## config.mk

```make
export PLATFORM = sky130hd
export DESIGN_NAME = slotted_broadcast_site_controller
export DESIGN_NICKNAME = d
export VERILOG_FILES = /design/src/hdl/sbsc_pkg.sv /design/src/hdl/slotted_broadcast_site_controller.sv
export SDC_FILE = /design/constraint.sdc
export NUM_CORES = 1
export LEC_CHECK = 0
export BUFFER_PORTS_ARGS = -buffer_cell sky130_fd_sc_hd__buf_4
export CORE_ASPECT_RATIO = 1.1
export CORE_MARGIN = 2
export CORE_UTILIZATION = 52
export DETAILED_ROUTE_END_ITERATION = 8
export PLACE_DENSITY_LB_ADDON = 0.2
export SLEW_MARGIN = 20
export SYNTH_ARGS = -nofsm -noshare
export SYNTH_HDL_FRONTEND = slang
export SYNTH_SLANG_ARGS = --single-unit
```

## constraint.sdc

```tcl
create_clock -name clk -period 2.6 [get_ports clk]
set_input_delay 0.52 -clock clk [delete_from_list [all_inputs] [get_ports clk]]
set_output_delay 0.52 -clock clk [all_outputs]
set_load 0.01 [all_outputs]
```

## src/hdl/sbsc_pkg.sv

```systemverilog
// Shared types and codes for the slotted broadcast site controller.
// No dependencies; the top level and the port checker use it.
package sbsc_pkg;

    // Request kinds carried on the slave side tuser
    typedef enum logic [1:0] {
        OP_TICK  = 2'd0,   // slot deadline tick
        OP_MSG   = 2'd1,   // site message received
        OP_FAULT = 2'd2,   // fault or omission event
        OP_NONE  = 2'd3    // no defined meaning, ignored
    } opcode_t;

    // Protocol modes
    typedef enum logic [1:0] {
        MODE_RUN   = 2'd0,  // normal slotted operation
        MODE_FAULT = 2'd1,  // fault seen
        MODE_WAIT  = 2'd2,  // waiting for the slot owner's message
        MODE_OWN   = 2'd3   // fault recovery reached an owned slot
    } mode_t;

    // Result request fields, packed from bit 0 up
    localparam int RES_W     = 16;
    localparam int RES_ACC   = 0;
    localparam int RES_SEND  = 1;
    localparam int RES_SSEQ  = 2;   // 4 bits
    localparam int RES_MODE  = 6;   // 2 bits
    localparam int RES_SLOT  = 8;   // 4 bits
    localparam int RES_COMM  = 12;
    localparam int RES_MISM  = 13;

endpackage

```

## src/hdl/slotted_broadcast_site_controller.sv

```systemverilog
// An accepted request passes the input register and then the result register.
// Throughput: one request per cycle; the input register moves on whenever the
// result register is empty or being drained in the same cycle.
// Reset (rst_n, async, active low): mode 0, slot 0, all slot history clear,
// site_id 0, both pipeline registers empty. No clearing pass is needed.
// Depends on sbsc_pkg.
module slotted_broadcast_site_controller #(
    parameter int NUM_SITES   = 4,   // 2..16
    parameter int WRAP_FACTOR = 4    // 4..16
) (
    input  logic        clk,
    input  logic        rst_n,
    // configuration: site_id
    input  logic        cfg_we,
    input  logic [1:0]  cfg_wdata,
    // request side
    input  logic        s_tvalid,
    output logic        s_tready,
    input  logic [7:0]  s_tdata,    // [3:0] rx_seq, [7:4] zero
    input  logic [1:0]  s_tuser,    // [1:0] opcode
    // result side
    output logic        m_tvalid,
    input  logic        m_tready,
    output logic [15:0] m_tdata     // [0] accepted, [1] send, [5:2] send_seq,
                                    // [7:6] mode_now, [11:8] slot_now,
                                    // [12] committed, [13] seq_mismatch,
                                    // [15:14] zero
);

    // Slot counter wraps at SLOT_COUNT. A second counter tracks the slot
    // modulo NUM_SITES so ownership needs no divider: SLOT_COUNT is a
    // multiple of NUM_SITES, so both wrap together.
    localparam int SLOT_COUNT = WRAP_FACTOR * NUM_SITES;
    localparam int CW         = $clog2(SLOT_COUNT);
    localparam int OW         = $clog2(NUM_SITES);
    // The phase table is only ever looked at NUM_SITES slots behind the
    // counter, and every entry is cleared on arrival and only set while
    // it is the current slot. So a "received" flag for the current slot
    // plus a shift line of the NUM_SITES-1 previous slots holds all of it.
    localparam int HW         = NUM_SITES - 1;
    localparam logic [4:0] NS5 = 5'(NUM_SITES);

    // input register
    logic             in_valid_reg;
    sbsc_pkg::opcode_t in_op_reg;
    logic [3:0]       in_rx_reg;

    // result register
    logic             out_valid_reg;
    logic [sbsc_pkg::RES_W-1:0] out_data_reg, out_data_next;

    // block state
    logic [1:0]       site_id_reg;
    sbsc_pkg::mode_t  mode_reg, mode_next;
    logic [CW-1:0]    slot_reg, slot_next;
    logic [OW-1:0]    owner_reg, owner_next;
    logic             cur_rx_reg, cur_rx_next;
    logic [HW-1:0]    hist_reg, hist_next;

    logic             advance;
    logic             is_tick;
    logic [CW-1:0]    slot_inc;
    logic [OW-1:0]    owner_inc;
    logic [4:0]       site5, site_mod;
    logic             owns;

    // Handshake: input register refills while the result waits
    assign advance  = in_valid_reg && (!out_valid_reg || m_tready);
    assign s_tready = !in_valid_reg || advance;
    assign m_tvalid = out_valid_reg;
    assign m_tdata  = out_data_reg;

    always_ff @(posedge clk or negedge rst_n)
    begin
        if (!rst_n)
        begin
            in_valid_reg  <= 1'b0;
            out_valid_reg <= 1'b0;
        end
        else
        begin
            if (s_tready)
                in_valid_reg <= s_tvalid;
            if (advance)
                out_valid_reg <= 1'b1;
            else if (m_tready)
                out_valid_reg <= 1'b0;
        end
    end

    // payload registers, no reset
    always_ff @(posedge clk)
    begin
        if (s_tvalid && s_tready)
        begin
            in_op_reg <= sbsc_pkg::opcode_t'(s_tuser);
            in_rx_reg <= s_tdata[3:0];
        end
        if (advance)
            out_data_reg <= out_data_next;
    end

    // state moves only when a request passes into the result register; site_id on cfg_we
    always_ff @(posedge clk or negedge rst_n)
    begin
        if (!rst_n)
        begin
            site_id_reg <= 2'd0;
            mode_reg    <= sbsc_pkg::MODE_RUN;
            slot_reg    <= '0;
            owner_reg   <= '0;
            cur_rx_reg  <= 1'b0;
            hist_reg    <= '0;
        end
        else
        begin
            if (cfg_we)
                site_id_reg <= cfg_wdata;
            if (advance)
            begin
                mode_reg   <= mode_next;
                slot_reg   <= slot_next;
                owner_reg  <= owner_next;
                cur_rx_reg <= cur_rx_next;
                hist_reg   <= hist_next;
            end
        end
    end

    // slot arithmetic for a tick
    assign is_tick   = (in_op_reg == sbsc_pkg::OP_TICK);
    assign slot_inc  = (slot_reg == CW'(SLOT_COUNT - 1)) ? '0 : slot_reg + 1'b1;
    assign owner_inc = (owner_reg == OW'(NUM_SITES - 1)) ? '0 : owner_reg + 1'b1;
    assign slot_next  = is_tick ? slot_inc : slot_reg;
    assign owner_next = is_tick ? owner_inc : owner_reg;
    assign hist_next  = is_tick ? HW'({hist_reg, cur_rx_reg}) : hist_reg;

    // site_id mod NUM_SITES: site_id < 4 <= 2*NUM_SITES, one subtract at most
    assign site5    = {3'b000, site_id_reg};
    assign site_mod = (site5 >= NS5) ? site5 - NS5 : site5;
    // ownership of the slot being entered by a tick
    assign owns     = (5'(owner_inc) == site_mod);

    // next mode
    always_comb
    begin
        mode_next = mode_reg;
        case (in_op_reg)
            sbsc_pkg::OP_TICK:
            begin
                case (mode_reg)
                    sbsc_pkg::MODE_RUN:
                        mode_next = owns ? sbsc_pkg::MODE_RUN : sbsc_pkg::MODE_WAIT;
                    sbsc_pkg::MODE_FAULT, sbsc_pkg::MODE_WAIT:
                        mode_next = owns ? sbsc_pkg::MODE_OWN : sbsc_pkg::MODE_FAULT;
                    default:
                        mode_next = mode_reg;
                endcase
            end
            sbsc_pkg::OP_MSG:
            begin
                if (mode_reg == sbsc_pkg::MODE_WAIT)
                    mode_next = sbsc_pkg::MODE_RUN;
            end
            sbsc_pkg::OP_FAULT:
            begin
                if (mode_reg inside {sbsc_pkg::MODE_RUN, sbsc_pkg::MODE_WAIT})
                    mode_next = sbsc_pkg::MODE_FAULT;
            end
            default:
                mode_next = mode_reg;
        endcase
    end

    // result fields and current-slot flag
    always_comb
    begin
        logic       acc;
        logic       snd;
        logic       comm;
        logic       mism;
        acc         = 1'b0;
        snd         = 1'b0;
        comm        = 1'b0;
        mism        = 1'b0;
        cur_rx_next = cur_rx_reg;
        case (in_op_reg)
            sbsc_pkg::OP_TICK:
            begin
                acc         = 1'b1;
                cur_rx_next = 1'b0;   // new slot starts clear
                if (mode_reg == sbsc_pkg::MODE_RUN)
                begin
                    comm = hist_reg[HW-1];   // slot NUM_SITES back was received
                    if (owns)
                    begin
                        snd         = 1'b1;
                        cur_rx_next = 1'b1;
                    end
                end
            end
            sbsc_pkg::OP_MSG:
            begin
                acc = 1'b1;
                if (mode_reg == sbsc_pkg::MODE_WAIT)
                begin
                    mism        = (in_rx_reg != 4'(slot_reg));
                    cur_rx_next = 1'b1;
                end
            end
            sbsc_pkg::OP_FAULT:
                acc = (mode_reg inside {sbsc_pkg::MODE_RUN, sbsc_pkg::MODE_WAIT});
            default:
                acc = 1'b0;
        endcase

        out_data_next = '0;
        out_data_next[sbsc_pkg::RES_ACC]                   = acc;
        out_data_next[sbsc_pkg::RES_SEND]                  = snd;
        out_data_next[sbsc_pkg::RES_SSEQ +: 4]             = snd ? 4'(slot_next) : 4'd0;
        out_data_next[sbsc_pkg::RES_MODE +: 2]             = mode_next;
        out_data_next[sbsc_pkg::RES_SLOT +: 4]             = 4'(slot_next);
        out_data_next[sbsc_pkg::RES_COMM]                  = comm;
        out_data_next[sbsc_pkg::RES_MISM]                  = mism;
    end

endmodule

```

==> flow_summary.toml <==
[power]
p_leak_nw = 0.839
worst_ir_drop_vdd_v = 0.000565
powerDensity_nw_per_um2 = 872

[route]
vias = 1081
wl_per_cell_um = 14.4
drtAntennaViolNets = 0
routed_via_density = 5.54
drc_errors = 0
wirelength_mm = 2.80
drt_pre_antenna_iters = 4
initialDrtViolationCount = 41

[setup_path]
startpoint_type = "flip-flop"
r2r_slack_ns = 0.81
worstPathMaxFanout = 5
crit_type = "reg2reg"
r2r-start = "owner_reg[0]"
cp.required_ns = 2.67
endpoint_kind = "flip-flop"
rr_endpoint = "m_tdata[7]"
reg2regPathDepth = 5
cp-startpoint = "owner_reg[0]"
arrival_ns = 1.86

[synth]
ys_seq_area_share_pct = 59.3
synth.area.top_cells = "edfxtp_1 (36%), dfrtp_1 (24%), mux2_2 (6.7%), ha_1 (5.2%), xnor2_1 (3.6%)"
synth_top_area_share_pct = 35.6
async_flop_share_pct = 44.4
netlist_instances = 130
syn_avg_cell_area_um2 = 13.0
synth_ff_type = "edfxtp_1"
synth_area_leader_cell = "edfxtp_1"
synth-edff-count = 20
syn_area_um2 = 1690
synth.distinct_cells = 39
ys_ff_latch = 36
ys_warn_count = 0

[die]
core_area_um2 = 3070
die_y_um = 63.7
pin_count = 35
fp.dieArea_um2 = 3720
start_util_pct = 54.9
num_rows = 21
die_w_um = 58.3

[cells_and_area]
drive_gt1_share_pct = 31.1
nNetsFinal = 184
syn_to_final_growth_pct = 16.8
layout.cells.most_common = "buf_4"
antennaDiodeCount = 0
fillers = 230
layout_common_cells = "buf_4 (29), edfxtp_1 (20), dfrtp_1 (16)"
utilization_pct = 64.1
largest_reg_flops = 14

[placed_design]
gp_congestion = 0.851
portBuffers = 28
hpwl_mm = 1.97

[global_routing]
grt_use_met1_pct = 21.4
grt_pass1_vias = 1056
grt_start_max_net_pins = 22
grt.overflow.total = 0
use_met2_pct = 27.2
grtUsageTotal_pct = 17.5
antenna_found_initial = 0
met3_usage_pct = 6.28
grt_first_pass_wirelength_mm = 4.76
busiest_layer = "met2"

[sta]
hold_viol = 0
fmax_ghz = 0.558
fin_crit_sh_pct = 68.9
fin_skew_ns = 0.0135
fin_crit_ns = 1.79
maxSlewViolCount = 0
rsz0062_at_grt = "no"
setup_viol = 0
fin_tns_setup_ns = 0

[outcome]
status = "complete, no violations"

[clocking]
cts_hold_buf = 0
cts_resized = 0
path_clk_slew_ns = 0.11
h-tree-depth = 2
cts_setup_buffers = 0
root_buffer = "clkbuf_4"
ctsLongestPathBuffers = 2
cts_tree = "done"
cts_sinks = 36
cts_made_buffers = 5
clock_latency_ns = 0.34

[min_path]
holdCritPathClass = "in2async"

[job]
max_cap_violations = 0
==> critical path, cell delays in order, from the launching register on <==
cell,delay (ns)
dfrtp_1,0.43
ha_1,0.24
or3_1,0.38
nand3_2,0.11
mux2i_1,0.25
a221oi_1,0.11
==> power by group <==
part	switching [mW]	internal, mW
Sequential	0.108	0.728
Combinational	0.238	0.260
Clock	0.182	0.202
Total	0.528	1.19
==> cells in the mapped netlist (2+ instances only) <==
master    count
nand3_1       4
nand2_1       5
and2_1        2
o21ai_0       7
buf_4         2
inv_1         5
mux2i_1       2
ha_1          7
dfrtp_1      16
clkbuf_8      2
edfxtp_1     20
a21oi_1       3
xnor2_1       7
nand2b_1      3
nor2b_1       3
mux2_2       10
nor2_1        8
buf_2         2
nand3_2       2
==> worst max path at each step <==
stage / cells after the start / slack (ns) / to
2_1_floorplan: 5 / 0.98 / m_tdata[7]
3_5_place_dp: 5 / 0.83 / m_tdata[7]
6_report: 5 / 0.81 / m_tdata[7]
4_1_cts: 5 / 0.83 / m_tdata[7]
5_1_grt: 5 / 0.74 / m_tdata[7]
3_3_place_gp: 5 / 0.87 / m_tdata[7]
==> metal layers <==
layer,vias to the layer above,share of wire [%],routed length [um]
li1,516,-,-
met1,508,41,1150
met2,48,49,1370
met3,9,6.9,193
met4,0,3.1,86
met5,-,0,0
==> kinds of logic after synthesis <==
logic type               after synthesis  synth area share [%]
flip-flops                            36                  59.3
AND/OR/NAND/NOR                       34                  11.1
AO/OA/AOI/OAI                         21                  8.24
multiplexers                          12                  7.86
buffers and inverters                 12                  4.45
adder cells (fa/ha/maj)                7                  5.19
XOR/XNOR                               7                  3.64
other                                  1                 0.222
==> through the flow <==
step	hold slack, ns	total power, mW	setup WS (ns)	cells	instance area, um^2
2_1_floorplan	0.224	1.19	0.977	131	1690
3_3_place_gp	0.394	1.31	0.875	187	1890
3_5_place_dp	0.398	1.34	0.835	187	1890
4_1_cts	0.0140	1.73	0.828	195	1970
5_1_grt	0.00812	1.83	0.736	195	1970
6_report	0.0178	1.72	0.808	195	1970
==> final cells by class <==
type | count | area [um^2] | share of cell area (%)
Sequential cell | 36 | 1000 | 50.8
Multi-Input combinational cell | 83 | 614 | 31.2
Timing Repair Buffer | 29 | 218 | 11.0
Tap cell | 34 | 42.5 | 2.16
Clock buffer | 6 | 41.3 | 2.10
Clock inverter | 2 | 35.0 | 1.78
Inverter | 5 | 18.8 | 0.952
(Power assumes the default switching activity.)
